## config.mk

```make
export PLATFORM = sky130hd
export DESIGN_NAME = rf_bit_receiver_framer_core
export DESIGN_NICKNAME = d
export VERILOG_FILES = /design/src/sv/rbf_pkg.sv /design/src/sv/rbf_cfg_regs.sv /design/src/sv/rbf_bit_step.sv /design/src/sv/rbf_out_stage.sv /design/src/sv/rf_bit_receiver_framer_core.sv
export SDC_FILE = /design/constraint.sdc
export NUM_CORES = 1
export LEC_CHECK = 0
export ABC_AREA = 1
export BUFFER_PORTS_ARGS = -buffer_cell sky130_fd_sc_hd__clkbuf_2
export CORE_UTILIZATION = 29
export CTS_BUF_LIST = sky130_fd_sc_hd__clkbuf_8
export DETAILED_ROUTE_END_ITERATION = 12
export PLACE_DENSITY_LB_ADDON = 0.1
export SLEW_MARGIN = 25
export SYNTH_ARGS = -nofsm -noshare
export SYNTH_HDL_FRONTEND = slang
export SYNTH_HIERARCHICAL = 1
export SYNTH_SLANG_ARGS = --single-unit
```

## constraint.sdc

```tcl
create_clock -name clk_i -period 10.6 [get_ports clk_i]
set_input_delay 0.53 -clock clk_i [delete_from_list [all_inputs] [get_ports clk_i]]
set_output_delay 0.53 -clock clk_i [all_outputs]
set_load 0.05 [all_outputs]
```

## src/sv/rbf_pkg.sv

```systemverilog
// Shared types and constants for the bit receiver framer.
// Holds the configuration, per-bit state and result record layouts.
// No dependencies; every other file in the block imports this package.
package rbf_pkg;

  localparam int unsigned RING_DEPTH = 64;
  localparam int unsigned RING_W     = (RING_DEPTH > 1) ? $clog2(RING_DEPTH) : 1;

  localparam int unsigned CFG_IDX_W  = 3;
  localparam int unsigned CFG_DATA_W = 8;
  localparam int unsigned IN_TDATA_W  = 8;
  localparam int unsigned OUT_TDATA_W = 24;

  localparam logic [6:0] BIT_CNT_MAX = 7'h7F;
  localparam logic [6:0] BITS_PER_BYTE = 7'd8;
  localparam logic [8:0] BYTE_SYNC1  = 9'd0;
  localparam logic [8:0] BYTE_SYNC2  = 9'd1;
  localparam logic [8:0] BYTE_ADDR   = 9'd2;
  localparam logic [8:0] BYTE_LENGTH = 9'd3;
  localparam logic [9:0] HEADER_BYTES = 10'd4;

  typedef enum logic [2:0] {
    ST_NONE       = 3'd0,
    ST_LOCKED     = 3'd1,
    ST_PRE_BROKEN = 3'd2,
    ST_SYNC1_BAD  = 3'd3,
    ST_SYNC2_BAD  = 3'd4,
    ST_ADDR_BAD   = 3'd5,
    ST_LEN_BAD    = 3'd6,
    ST_FRAME_DONE = 3'd7
  } rbf_status_e;

  typedef enum logic [CFG_IDX_W-1:0] {
    CFG_SYNC_ONE     = 3'd0,
    CFG_SYNC_TWO     = 3'd1,
    CFG_OWN_ADDRESS  = 3'd2,
    CFG_PREAMBLE     = 3'd3,
    CFG_MAX_PAYLOAD  = 3'd4
  } rbf_cfg_idx_e;

  typedef struct packed {
    logic [7:0] sync_byte_one;
    logic [7:0] sync_byte_two;
    logic [7:0] own_address;
    logic [3:0] preamble_bytes;
    logic [7:0] max_payload;
  } rbf_cfg_t;

  typedef struct packed {
    logic              mode_receive;
    logic              expect_one;
    logic              preamble_finished;
    logic [6:0]        bit_count;
    logic [8:0]        byte_count;
    logic [7:0]        shift_byte;
    logic [7:0]        frame_length;
    logic [RING_W-1:0] ring_pos;
  } rbf_state_t;

  // Packed from the status field in the low bits upwards.
  typedef struct packed {
    logic        receiving;
    logic [5:0]  write_index;
    logic [7:0]  payload_byte;
    logic        byte_valid;
    rbf_status_e status;
  } rbf_result_t;

  localparam int unsigned RESULT_W = $bits(rbf_result_t);

endpackage

```

## src/sv/rbf_cfg_regs.sv

```systemverilog
// Configuration register file for the bit receiver framer.
// Depends on rbf_pkg for the register layout and index codes.
module rbf_cfg_regs
  import rbf_pkg::*;
(
  input  logic                  clk_i,
  input  logic                  rst_ni,
  input  logic                  cfg_valid_i,
  output logic                  cfg_ready_o,
  input  logic [CFG_IDX_W-1:0]  cfg_index_i,
  input  logic [CFG_DATA_W-1:0] cfg_data_i,
  output rbf_cfg_t              cfg_o
);

  rbf_cfg_t cfg_q, cfg_d;

  assign cfg_ready_o = 1'b1;
  assign cfg_o       = cfg_q;

  always_comb begin
    cfg_d = cfg_q;
    if (cfg_valid_i) begin
      unique case (cfg_index_i)
        CFG_SYNC_ONE:    cfg_d.sync_byte_one  = cfg_data_i;
        CFG_SYNC_TWO:    cfg_d.sync_byte_two  = cfg_data_i;
        CFG_OWN_ADDRESS: cfg_d.own_address    = cfg_data_i;
        CFG_PREAMBLE:    cfg_d.preamble_bytes = cfg_data_i[3:0];
        CFG_MAX_PAYLOAD: cfg_d.max_payload    = cfg_data_i;
        default:         cfg_d = cfg_q;
      endcase
    end
  end

  always_ff @(posedge clk_i or negedge rst_ni) begin
    if (!rst_ni) begin
      cfg_q.sync_byte_one  <= 8'd0;
      cfg_q.sync_byte_two  <= 8'd0;
      cfg_q.own_address    <= 8'd0;
      cfg_q.preamble_bytes <= 4'd3;
      cfg_q.max_payload    <= 8'd64;
    end else begin
      cfg_q <= cfg_d;
    end
  end

endmodule

```

## src/sv/rbf_bit_step.sv

```systemverilog
// Per-bit update of the framer: preamble hunt, lock, byte assembly and checks.
// Purely combinational; depends on rbf_pkg for state, config and result types.
module rbf_bit_step
  import rbf_pkg::*;
(
  input  rbf_state_t  state_i,
  input  rbf_cfg_t    cfg_i,
  input  logic        data_bit_i,
  output rbf_state_t  state_o,
  output rbf_result_t result_o
);

  always_comb begin
    rbf_state_t  nxt;
    rbf_result_t res;
    logic        take_bit;
    logic        hunt;
    logic [6:0]  cnt_sat;
    logic [6:0]  bit_inc;
    logic [7:0]  shifted;
    logic [8:0]  byte_inc;
    logic [8:0]  ring_inc;
    logic [8:0]  ring_wide;

    nxt       = state_i;
    res       = '0;
    take_bit  = 1'b0;
    hunt      = 1'b0;
    cnt_sat   = (state_i.bit_count == BIT_CNT_MAX) ? state_i.bit_count
                                                   : state_i.bit_count + 7'd1;
    bit_inc   = state_i.bit_count + 7'd1;
    shifted   = {state_i.shift_byte[6:0], data_bit_i};
    byte_inc  = state_i.byte_count + 9'd1;
    ring_inc  = 9'(state_i.ring_pos) + 9'd1;
    ring_wide = 9'(state_i.ring_pos);

    if (state_i.mode_receive) begin
      if (state_i.preamble_finished) begin
        take_bit = 1'b1;
      end else if (state_i.expect_one) begin
        if (data_bit_i) begin
          nxt.expect_one = 1'b0;
        end else begin
          // Two zeros in a row: this zero opens the data
          nxt.preamble_finished = 1'b1;
          take_bit = 1'b1;
        end
      end else if (data_bit_i) begin
        res.status = ST_PRE_BROKEN;
        hunt = 1'b1;
      end else begin
        nxt.expect_one = 1'b1;
      end
    end else begin
      if (state_i.expect_one) begin
        if (data_bit_i) begin
          nxt.expect_one = 1'b0;
          nxt.bit_count  = cnt_sat;
        end else begin
          nxt.bit_count = 7'd0;
        end
      end else begin
        nxt.expect_one = 1'b1;
        if (data_bit_i) begin
          nxt.bit_count = 7'd0;
        end else begin
          nxt.bit_count = cnt_sat;
          if (cnt_sat >= {cfg_i.preamble_bytes, 3'b000}) begin
            res.status            = ST_LOCKED;
            nxt.mode_receive      = 1'b1;
            nxt.bit_count         = 7'd0;
            nxt.byte_count        = 9'd0;
            nxt.shift_byte        = 8'd0;
            nxt.frame_length      = 8'd0;
            nxt.preamble_finished = 1'b0;
            nxt.expect_one        = 1'b1;
          end
        end
      end
    end

    if (take_bit) begin
      nxt.shift_byte = shifted;
      nxt.bit_count  = bit_inc;
      if (bit_inc == BITS_PER_BYTE) begin
        nxt.bit_count = 7'd0;
        case (state_i.byte_count)
          BYTE_SYNC1: if (shifted != cfg_i.sync_byte_one) res.status = ST_SYNC1_BAD;
          BYTE_SYNC2: if (shifted != cfg_i.sync_byte_two) res.status = ST_SYNC2_BAD;
          BYTE_ADDR:  if (shifted != cfg_i.own_address)   res.status = ST_ADDR_BAD;
          BYTE_LENGTH: begin
            nxt.frame_length = shifted;
            if (shifted > cfg_i.max_payload) begin
              nxt.frame_length = 8'd0;
              res.status = ST_LEN_BAD;
            end
          end
          default: begin
            res.byte_valid   = 1'b1;
            res.payload_byte = shifted;
            nxt.ring_pos = (ring_inc >= 9'(RING_DEPTH)) ? '0 : ring_inc[RING_W-1:0];
          end
        endcase
        nxt.byte_count = byte_inc;
        if (res.status != ST_NONE) begin
          hunt = 1'b1;
        end else if ({1'b0, byte_inc} >= {2'b00, nxt.frame_length} + HEADER_BYTES) begin
          res.status = ST_FRAME_DONE;
          hunt = 1'b1;
        end
      end
    end

    if (hunt) begin
      nxt.mode_receive      = 1'b0;
      nxt.bit_count         = 7'd0;
      nxt.byte_count        = 9'd0;
      nxt.preamble_finished = 1'b0;
      nxt.expect_one        = 1'b0;
    end

    // The ring slot only moves on a payload byte, so the old slot serves both cases
    res.write_index = ring_wide[5:0];
    res.receiving   = nxt.mode_receive;

    state_o  = nxt;
    result_o = res;
  end

endmodule

```

## src/sv/rbf_out_stage.sv

```systemverilog
// Result register of the framer, with master-side stream handshake.
// Depends on rbf_pkg for the result record and tdata width.
module rbf_out_stage
  import rbf_pkg::*;
(
  input  logic                   clk_i,
  input  logic                   rst_ni,
  input  logic                   load_i,
  input  rbf_result_t            result_i,
  output logic                   space_o,
  output logic                   m_axis_tvalid,
  input  logic                   m_axis_tready,
  output logic [OUT_TDATA_W-1:0] m_axis_tdata
);

  logic        valid_q, valid_d;
  rbf_result_t data_q, data_d;

  assign space_o       = !valid_q || m_axis_tready;
  assign m_axis_tvalid = valid_q;
  assign m_axis_tdata  = {(OUT_TDATA_W - RESULT_W)'(0), data_q};

  always_comb begin
    valid_d = valid_q;
    data_d  = data_q;
    if (load_i) begin
      valid_d = 1'b1;
      data_d  = result_i;
    end else if (m_axis_tready) begin
      valid_d = 1'b0;
    end
  end

  always_ff @(posedge clk_i or negedge rst_ni) begin
    if (!rst_ni) begin
      valid_q <= 1'b0;
    end else begin
      valid_q <= valid_d;
    end
  end

  always_ff @(posedge clk_i) begin
    data_q <= data_d;
  end

endmodule

```

## src/sv/rf_bit_receiver_framer_core.sv

```systemverilog
// Bit receiver framer: one data bit per beat in, one result beat out per bit.
// The result of an accepted input beat is registered and shows on the master side in the next cycle.
// Throughput: 1 bit per cycle; the only limit is the master side taking results.
// Reset (rst_ni low, asynchronous): hunting mode, all counters and the ring slot
// cleared, registers set to sync 0/0, address 0, preamble 3 bytes, max payload 64.
// Depends on rbf_pkg, rbf_cfg_regs, rbf_bit_step and rbf_out_stage.
module rf_bit_receiver_framer_core
  import rbf_pkg::*;
(
  input  logic                   clk_i,
  input  logic                   rst_ni,
  // Configuration write channel
  input  logic                   cfg_valid_i,
  output logic                   cfg_ready_o,
  input  logic [CFG_IDX_W-1:0]   cfg_index_i,
  input  logic [CFG_DATA_W-1:0]  cfg_data_i,
  // Bit stream in
  input  logic                   s_axis_tvalid,
  output logic                   s_axis_tready,
  input  logic [IN_TDATA_W-1:0]  s_axis_tdata,  // [0] data_bit, [7:1] zero
  // Result stream out
  output logic                   m_axis_tvalid,
  input  logic                   m_axis_tready,
  output logic [OUT_TDATA_W-1:0] m_axis_tdata   // [2:0] status, [3] byte_valid,
                                                // [11:4] payload_byte,
                                                // [17:12] write_index,
                                                // [18] receiving, [23:19] zero
);

  rbf_cfg_t    cfg;
  rbf_state_t  state_q, state_d;
  rbf_result_t step_res;
  logic        out_space;
  logic        in_beat;

  rbf_cfg_regs u_cfg (
    .clk_i       (clk_i),
    .rst_ni      (rst_ni),
    .cfg_valid_i (cfg_valid_i),
    .cfg_ready_o (cfg_ready_o),
    .cfg_index_i (cfg_index_i),
    .cfg_data_i  (cfg_data_i),
    .cfg_o       (cfg)
  );

  // The whole per-bit update sits between the framer state and the result register
  rbf_bit_step u_step (
    .state_i    (state_q),
    .cfg_i      (cfg),
    .data_bit_i (s_axis_tdata[0]),
    .state_o    (state_d),
    .result_o   (step_res)
  );

  // Take a new bit whenever the result register is empty or being drained
  assign s_axis_tready = out_space;
  assign in_beat       = s_axis_tvalid && s_axis_tready;

  // Advance the framer state only on an accepted beat; hold it otherwise
  always_ff @(posedge clk_i or negedge rst_ni) begin
    if (!rst_ni) begin
      state_q <= '0;
    end else if (in_beat) begin
      state_q <= state_d;
    end
  end

  rbf_out_stage u_out (
    .clk_i         (clk_i),
    .rst_ni        (rst_ni),
    .load_i        (in_beat),
    .result_i      (step_res),
    .space_o       (out_space),
    .m_axis_tvalid (m_axis_tvalid),
    .m_axis_tready (m_axis_tready),
    .m_axis_tdata  (m_axis_tdata)
  );

endmodule

```

**Yosys cells after proc, flatten, opt, wreduce, memory -nomap -nowiden**

Cells that the tools add are included.

- Register bits: 96
- Bits of input ports: 24
- Output and inout bits: 27
- Word-level logic and storage cells: 129

- $add $sub $neg: 4
- Order comparisons: 4
- Equality and inequality tests: 19
- Muxes and demuxes: 58
- Bitwise operators: 3
- Reductions and logical operators: 22

Operators with widths:

| cell | count |
|---|---|
| 2-to-1 mux 25 bit | 2 |
| 2-to-1 mux 3 bit | 15 |
| 2-to-1 mux 38 bit | 1 |
| 2-to-1 mux 35 bit | 1 |
| 2-to-1 mux 32 bit | 1 |
| 2-to-1 mux 8 bit | 4 |
| 2-to-1 mux 7 bit | 4 |
| inequality test 8 bit | 3 |
| 2-to-1 mux 1 bit | 21 |
| 2-to-1 mux 19 bit | 1 |
| equality test 9 x 2 -> 1 bit, second input constant | 2 |
| 2-to-1 mux 16 bit | 1 |
| AND reduction 2 bit | 8 |
| 2-to-1 mux 14 bit | 1 |
| 2-to-1 mux 6 bit | 2 |
| one-hot mux 3 bit (4 select lines) | 1 |
| greater-or-equal comparator 9 x 10 -> 1 bit | 1 |
| adder 8 x 3 -> 9 bit, second input constant | 1 |
| adder 9 x 1 -> 9 bit, second input constant | 1 |
| equality test 9 x 1 -> 1 bit, second input constant | 1 |
| greater-or-equal comparator 9 x 7 -> 1 bit, second input constant | 1 |
| zero test 9 bit | 1 |
| inequality test 3 x 1 -> 1 bit, second input constant | 3 |
| greater-than comparator 8 bit | 1 |
| other kinds (22) | 32 |

**Depth between registers and ports, before layout**

Gate-level depths: netlist of run 1.

- Depth after elaboration: 18
- Gate-level depth with buffers: 34

**Cells and area by module**

Netlist of run 1, hierarchy kept.

By module, submodules not included:

| module | times used | cells each | area each (µm²) | sequential area each (µm²) |
|---|---|---|---|---|
| rbf_bit_step | 1 | 528 | 2770.2 | 0.0 |
| rf_bit_receiver_framer_core | 1 | 180 | 1712.9 | 1026.0 |
| rbf_cfg_regs | 1 | 166 | 1496.4 | 904.6 |
| rbf_out_stage | 1 | 30 | 656.9 | 595.6 |

**Least setup slack after synthesis of run 1**

No wires, ideal clock.

- Path kind: reg-to-reg
- From: reg state_q[31] (netlist name)
- To: reg state_q[34] (netlist name)
- Library setup time: 65 ps
- Data arrival time: 3956 ps
- Required time: 10535 ps
- Slack: 6579 ps
- Cell stages (with the launch flop): 33
- Clock period less this slack: 4021 ps
- Path through: dfrtp_1 -> ha_1 -> nand2_2 -> nor2_4 -> xor2_1 -> inv_1 -> nor2_1 -> inv_1 -> ha_1 -> inv_1 -> o21bai_1 -> a31oi_1 -> nand2_2 -> nand3_2 -> nand3_1 -> nand2_1 -> ha_1 -> nand2_1 -> nor2_1 -> nand3_1 -> ha_1 -> nand2_1 -> nor2_1 -> nand3b_1 -> o2111ai_1 -> a21oi_1 -> nand3_1 -> nand2_2 -> nand2_4 -> buf_6 -> nor2_2 -> nand3_1 -> nand2_1

RTL lines:

| item | RTL line | text |
|---|---|---|
| start, declared | rf_bit_receiver_framer_core.sv:31 | `rbf_state_t state_q, state_d;` |
| start signal, assigned | rf_bit_receiver_framer_core.sv:64 | `state_q <= state_d;` |

==> results of run 1 <==
==> where the power goes <==
group | internal [mW] | switching, mW | leakage [nW] | total (mW)
Clock | 0.0905 | 0.156 | 0.0963 | 0.246
Combinational | 0.194 | 0.365 | 2.33 | 0.559
Sequential | 0.439 | 0.0743 | 1.19 | 0.513
==> state kept, by name, summed over array words and instances (netlist names) <==
| signal | flops |
|---|---|
| state_q | 40 |
| u_cfg/cfg_o | 36 |
| u_out/m_axis_tdata | 19 |
| u_out/m_axis_tvalid | 1 |
==> how the worst min path moves through the flow <==
stage,endpoint,start
after floorplan,state_q[0]$_DFFE_PN0P_,rst_ni
after global placement,state_q[4]$_DFFE_PN0P_,rst_ni
after detailed placement,state_q[0]$_DFFE_PN0P_,rst_ni
after CTS,u_cfg/cfg_o[32]$_DFFE_PN0P_,cfg_data_i[4]
after global routing,u_cfg/cfg_o[6]$_DFFE_PN1P_,cfg_data_i[6]
final,u_cfg/cfg_o[32]$_DFFE_PN0P_,cfg_data_i[4]
==> cell usage in the layout, fill, tap and decap left out, drive strengths merged, types with 10 or more instances in the layout <==
cell / instances
nor2: 78
edfxtp: 19
clkbuf: 44
xnor2: 14
dfrtp: 74
ha: 28
xor2: 16
o22ai: 10
inv: 106
o21ai: 27
nand2: 309
nand3: 113
a21oi: 25
==> stage by stage <==
step           total power [mW]  hold slack, ns  area, um2  utilization  std cells
2_1_floorplan             0.963           0.234       6600            -        902
3_3_place_gp               1.08           0.452       6810        0.309       1175
3_5_place_dp               1.08           0.457       6810        0.309       1175
4_1_cts                    1.34           0.396       7010        0.318       1192
5_1_grt                    1.44           0.407       7020        0.319       1192
6_report                   1.32           0.417       7020        0.319       1192
==> worst max-delay path, delay by kind of cell (launching register included) <==
kind                       cells  cell delay [ns]
AOI/OAI and AO/OA              2             0.29
xor gates and xnor gates       2             0.33
adders and majority gates      4             1.10
buffers and inverters          2             0.16
DFF                            1             0.48
and+or+nand+nor               23             2.85
==> layer usage <==
layer,up-vias,global-route usage,part of all wire
li1,2862,-,-
met1,2523,0.211,0.49
met2,77,0.254,0.47
met3,8,0.0279,0.030
met4,0,0.0370,0.0076
met5,-,0,0
==> cell type report <==
class | count | area [um2] | area share
well taps | 280 | 350 | 0.0499
clock buffers | 9 | 124 | 0.0177
multi-input cells | 655 | 3370 | 0.480
flip-flops and latches | 96 | 2500 | 0.357
inverters | 105 | 394 | 0.0562
clock inverters | 7 | 63.8 | 0.00910
repair buffers | 40 | 213 | 0.0303
==> timing repair <==
action,CTS,global route
buffers inserted,0,0
endpoints found under the hold margin,2,0
hold buffers,1,0
==> out/results.ini, run 1 <==
[clock_network]
cts_made_buffers=9
cts_sinks=96
path_clk_slew_ns=0.11
clk_latency_ns=0.39
cts_tree=yes
ctsLongestPathBuffers=2
post_cts_resized=0
htreeDepth=3
clock-root-buffer=clkbuf_8

[flow_run]
maxCapViolCount=0

[placed_design]
hpwl_um=11700
dp_worst_setup_slack_ns=5.25
gp_congestion=0.769
port_buffers=37

[status]
violations=design-rule violations
run_status=complete, but fails checks

[finish]
antennaDiodeCount=0
drive_above_1_share=0.127
synthToLayoutAreaGrowth_pct=6.48
fillers=2439
layout.nets=959

[power]
power_density_nw_per_um2=188
power.leakage_nw=3.62
ir_worst_vdd_mv=0.0659

[drt]
via_count=5470
route.detailed.drc=2
viasPerCell=4.59
first_pass_iters=10
routedWlPerCell_um=14.4
drt-total-wl_um=17200
detail-route-antenna-nets=0
first_iter_violations=238

[sta]
min_period_over_period=0.499
tns_ns=0
setup_viol=0
tightest_slew_ns=0.984
fmax_mhz=189
fin_crit_ns=5.29
rsz0062_at_grt=no
hold_viol=0
setup_ws_ns=5.31
max-slew-margin-rel=0.344
report.final.slew_viol_count=0
fin_worst_skew_ns=0.0150

[setup_path]
worst-setup-path-type=flop to flop
crit_fanout=24
cp.required_ns=10.93
reg2reg_to=state_q[40]$_DFFE_PN0P_
r2r_start=state_q[31]$_DFFE_PN0P_
reg2reg_depth=33
rrSetupSlack_ns=5.31
setup.worst_path.end=state_q[40]$_DFFE_PN0P_
cp_slowest_stage_delay_ns=0.48
crit_path_start_kind=flop
cp.arrival_ns=5.62
cpMaxStageDelayCell=dfrtp_1
worstSetupStartpoint=state_q[31]$_DFFE_PN0P_
crit_path_end_kind=flop

[floorplanning]
die_y_um=153
ios=51
die-area_um2=23300
fp-row-count=54
fp.coreArea_um2=22000
initial_core_util=0.299
die_x_um=153

[worst_hold_path]
hp-class=input port to flop
hold_depth=3

[global_routing]
grt_first_pass_wirelength_um=28500
antenna_found_initial=0
grt_pass1_vias=5280
grt_util_all_layers=0.155
grt_max_degree=57
grt.overflow.total=0

[logic_synthesis]
syn-instance-count=898
yosys_warnings=6
syn_area_per_cell_um2=7.34
synthesis.area_um2=6590

Note: power is estimated with default switching activity, not from simulation.
==> run 2: changes to the inputs <==
--- a/config.mk
+++ b/config.mk
@@ -5,7 +5,7 @@
 export SDC_FILE = /design/constraint.sdc
 export NUM_CORES = 1
 export LEC_CHECK = 0
-export ABC_AREA = 1
+export ABC_AREA = 0
 export BUFFER_PORTS_ARGS = -buffer_cell sky130_fd_sc_hd__clkbuf_2
 export CORE_UTILIZATION = 29
 export CTS_BUF_LIST = sky130_fd_sc_hd__clkbuf_8
==> constraint.sdc (replaced) <==
create_clock -name clk_i -period 4.55 [get_ports clk_i]
set_input_delay 0.2275 -clock clk_i [delete_from_list [all_inputs] [get_ports clk_i]]
set_output_delay 0.2275 -clock clk_i [all_outputs]
set_load 0.05 [all_outputs]
==> run 2 against run 1 <==
The run now ends clean; utilization up 2.2 points; worst hold slack worse by 0.29 ns; first-iteration DRC count down 6.7%; fmax up 22%; sequential power up 130%; critical endpoint is now u_out/m_axis_tdata[18]$_DFFE_PP_; largest power group unchanged; clock power up 120%; cell area down 0.75%; critical path type unchanged; register-to-register slack worse by 5.1 ns; largest cell class unchanged; flip-flop and latch count unchanged.
==> out/results.ini, run 2 <==
[power]
power_density_nw_per_um2=438  ; +130%
total_power_mw=3.05  ; +130%
power.leakage_nw=3.20  ; -11%
ir_worst_vdd_mv=0.143  ; +120%

[drt]
wl_met3_um=307  ; -40%
first_pass_iters=4  ; -6
route.detailed.drc=0  ; -2
viasPerCell=4.88  ; +6.4%
first_iter_violations=222  ; -6.7%
drt-total-wl_um=15400  ; -10%
top_layer=met4
detail-route-antenna-nets=0  ; unchanged
via_count=4412  ; -19%
routedWlPerCell_um=17.0  ; +18%
m1WireLength_um=7200  ; -15%
routed-wl-met2_um=7610  ; -5.4%

[sta]
fin_crit_ns=4.34  ; -0.953 ns
fin_worst_skew_ns=0.0134  ; -0.00163 ns
setup_viol=0  ; unchanged
report.final.slew_viol_count=0  ; unchanged
fmax_mhz=231  ; +22%
tightest_slew_ns=0.863  ; -0.121 ns
holdWs_ns=0.126  ; -0.291 ns
rsz0062_at_grt=yes
max-slew-margin-rel=0.424  ; +0.0801
min_period_over_period=0.953  ; +0.454
setup_ws_ns=0.214  ; -5.10 ns
hold_viol=0  ; unchanged

[worst_hold_path]
hp-class=input port to flop

[placed_design]
port_buffers=37  ; unchanged
placedCellCount=884  ; -25%
hpwl_um=11000  ; -6.3%
dp_worst_setup_slack_ns=-0.00293  ; -5.25 ns
gp_congestion=0.771  ; +0.27%

[setup_path]
cp.required_ns=4.69  ; -6.24 ns
r2r_start=state_q[31]$_DFFE_PN0P_
worst-setup-path-type=flop to flop
cpMaxStageDelayCell=dfrtp_1
worstSetupStartpoint=state_q[31]$_DFFE_PN0P_
crit_path_start_kind=flop
cp_slowest_stage_delay_ns=0.40  ; -0.08 ns
rrSetupSlack_ns=0.21  ; -5.10 ns
reg2reg_to=u_out/m_axis_tdata[18]$_DFFE_PP_
crit_path_end_kind=flop
critical_path_buf_inv_count=4  ; +2
path_cells=ha_2 > and3_4 > and4_4 > nor2_2 > ha_1 > and4b_1 > o2111a_1 > a211o_1 > a21oi_2 > buf_6 > a22o_1 > buf_4 > nand3_1 > xor2_1 > ha_1 > a21oi_2 > o21ai_2 > a41oi_2 > o21ai_2 > buf_6 > a21oi_1 > buf_4
setup.worst_path.end=u_out/m_axis_tdata[18]$_DFFE_PP_
worst-path-stages=22  ; -33%
crit_fanout=6  ; -75%
reg2reg_depth=22  ; -33%
cp.arrival_ns=4.48  ; -1.14 ns
cp_top_family=compound AO/OA/AOI/OAI gates

[clock_network]
ctsLongestPathBuffers=2  ; unchanged
clock-root-buffer=clkbuf_8
cts_sinks=96  ; unchanged
path_clk_slew_ns=0.09  ; -0.02 ns
cts_tree=yes
clk_latency_ns=0.39  ; about the same
cts_made_buffers=9  ; unchanged
htreeDepth=3  ; unchanged

[finish]
drive_above_1_share=0.319  ; +0.191
layout.nets=681  ; -29%
final_core_util=0.341  ; +0.0223
antennaDiodeCount=0  ; unchanged
regMostFlops=state_q
synthToLayoutAreaGrowth_pct=14.0
final_common_cell=dfrtp_1
final_cell_mix=dfrtp_1, nand2_1, mux2_2
final_cells=904  ; -24%
largest_reg_flops=40  ; unchanged

[logic_synthesis]
syn_area_per_cell_um2=10.5  ; +44%
synthesis.area_um2=6110  ; -7.3%
syn-instance-count=580  ; -35%
yosys_warnings=6  ; unchanged

[global_routing]
grt.overflow.total=0  ; unchanged
grt_first_pass_wirelength_um=24900  ; -13%
grt_pass1_vias=4453  ; -16%
grt_util_all_layers=0.150  ; -0.00539
antenna_found_initial=0  ; unchanged
grt_max_degree=51  ; -11%

[floorplanning]
ios=51  ; unchanged
die-area_um2=21600  ; -7.2%
die_x_um=147  ; -3.7%
die_y_um=147  ; -3.7%
fp-row-count=52  ; -3.7%
initial_core_util=0.299  ; about the same
fp.coreArea_um2=20400  ; -7.2%

[flow_run]
maxCapViolCount=0  ; unchanged

[status]
run_status=finished clean

-- run 2: layout make-up --
cell class                      count  area (um2)
Fill cell                        2074       13500
Timing Repair Buffer               76         490
Tap cell                          270         338
Clock buffer                       10         138
Inverter                           22        82.6
Sequential cell                    96        2500
Clock inverter                      6        41.3
Multi-Input combinational cell    424        3370
-- run 2: through the flow --
| step | area [um2] | setup TNS [ns] |
|---|---|---|
| 2_1_floorplan | 6130 | 0 |
| 3_3_place_gp | 6670 | 0 |
| 3_5_place_dp | 6670 | -0.00293 |
| 4_1_cts | 6870 | -0.131 |
| 5_1_grt | 6960 | -0.352 |
| 6_report | 6960 | 0 |
-- run 2: worst reg2reg max path, stage by stage, from the launching register on --
cell	delay, ns
dfrtp_1	0.40
ha_2	0.20
and3_4	0.19
and4_4	0.19
nor2_2	0.11
ha_1	0.23
and4b_1	0.18
o2111a_1	0.13
a211o_1	0.30
a21oi_2	0.16
buf_6	0.14
a22o_1	0.17
buf_4	0.14
nand3_1	0.09
xor2_1	0.17
ha_1	0.32
a21oi_2	0.06
o21ai_2	0.17
a41oi_2	0.07
o21ai_2	0.24
buf_6	0.16
a21oi_1	0.09
buf_4	0.20
-- run 2: report_power, final --
group	total (mW)	internal, mW	switching (mW)
logic	1.34	0.598	0.743
clock network	0.551	0.218	0.333
registers	1.16	1.03	0.132
-- run 2: worst min-delay path by stage --
stage                             start                               to  slack [ns]  cells after the start
after floorplan                  rst_ni           state_q[0]$_DFFE_PN0P_       -0.07                      0
after global placement           rst_ni          state_q[27]$_DFFE_PN0P_        0.20                      1
after detailed placement         rst_ni          state_q[27]$_DFFE_PN0P_        0.20                      1
after CTS                 m_axis_tready  u_out/m_axis_tvalid$_DFFE_PN0P_        0.11                      3
after global routing      m_axis_tready  u_out/m_axis_tvalid$_DFFE_PN0P_        0.12                      3
final                     m_axis_tready  u_out/m_axis_tvalid$_DFFE_PN0P_        0.13                      3
-- run 2: per-layer routing --
layer | global-route usage | up-vias
met5 | 0 | -
met4 | 0.0572 | 0
met3 | 0.0208 | 15
met2 | 0.250 | 57
met1 | 0.195 | 2199
li1 | - | 2141
-- run 2: timing repair --
action / 4_1_cts / 5_1_grt
setup buffers: 0 / 2
hold endpoints to repair: 25 / 0
hold buffers: 1 / 0
pin swaps: 0 / 10
setup endpoints to repair: 3 / 16
gates cloned: 1 / 0
gates resized for setup: 4 / 21
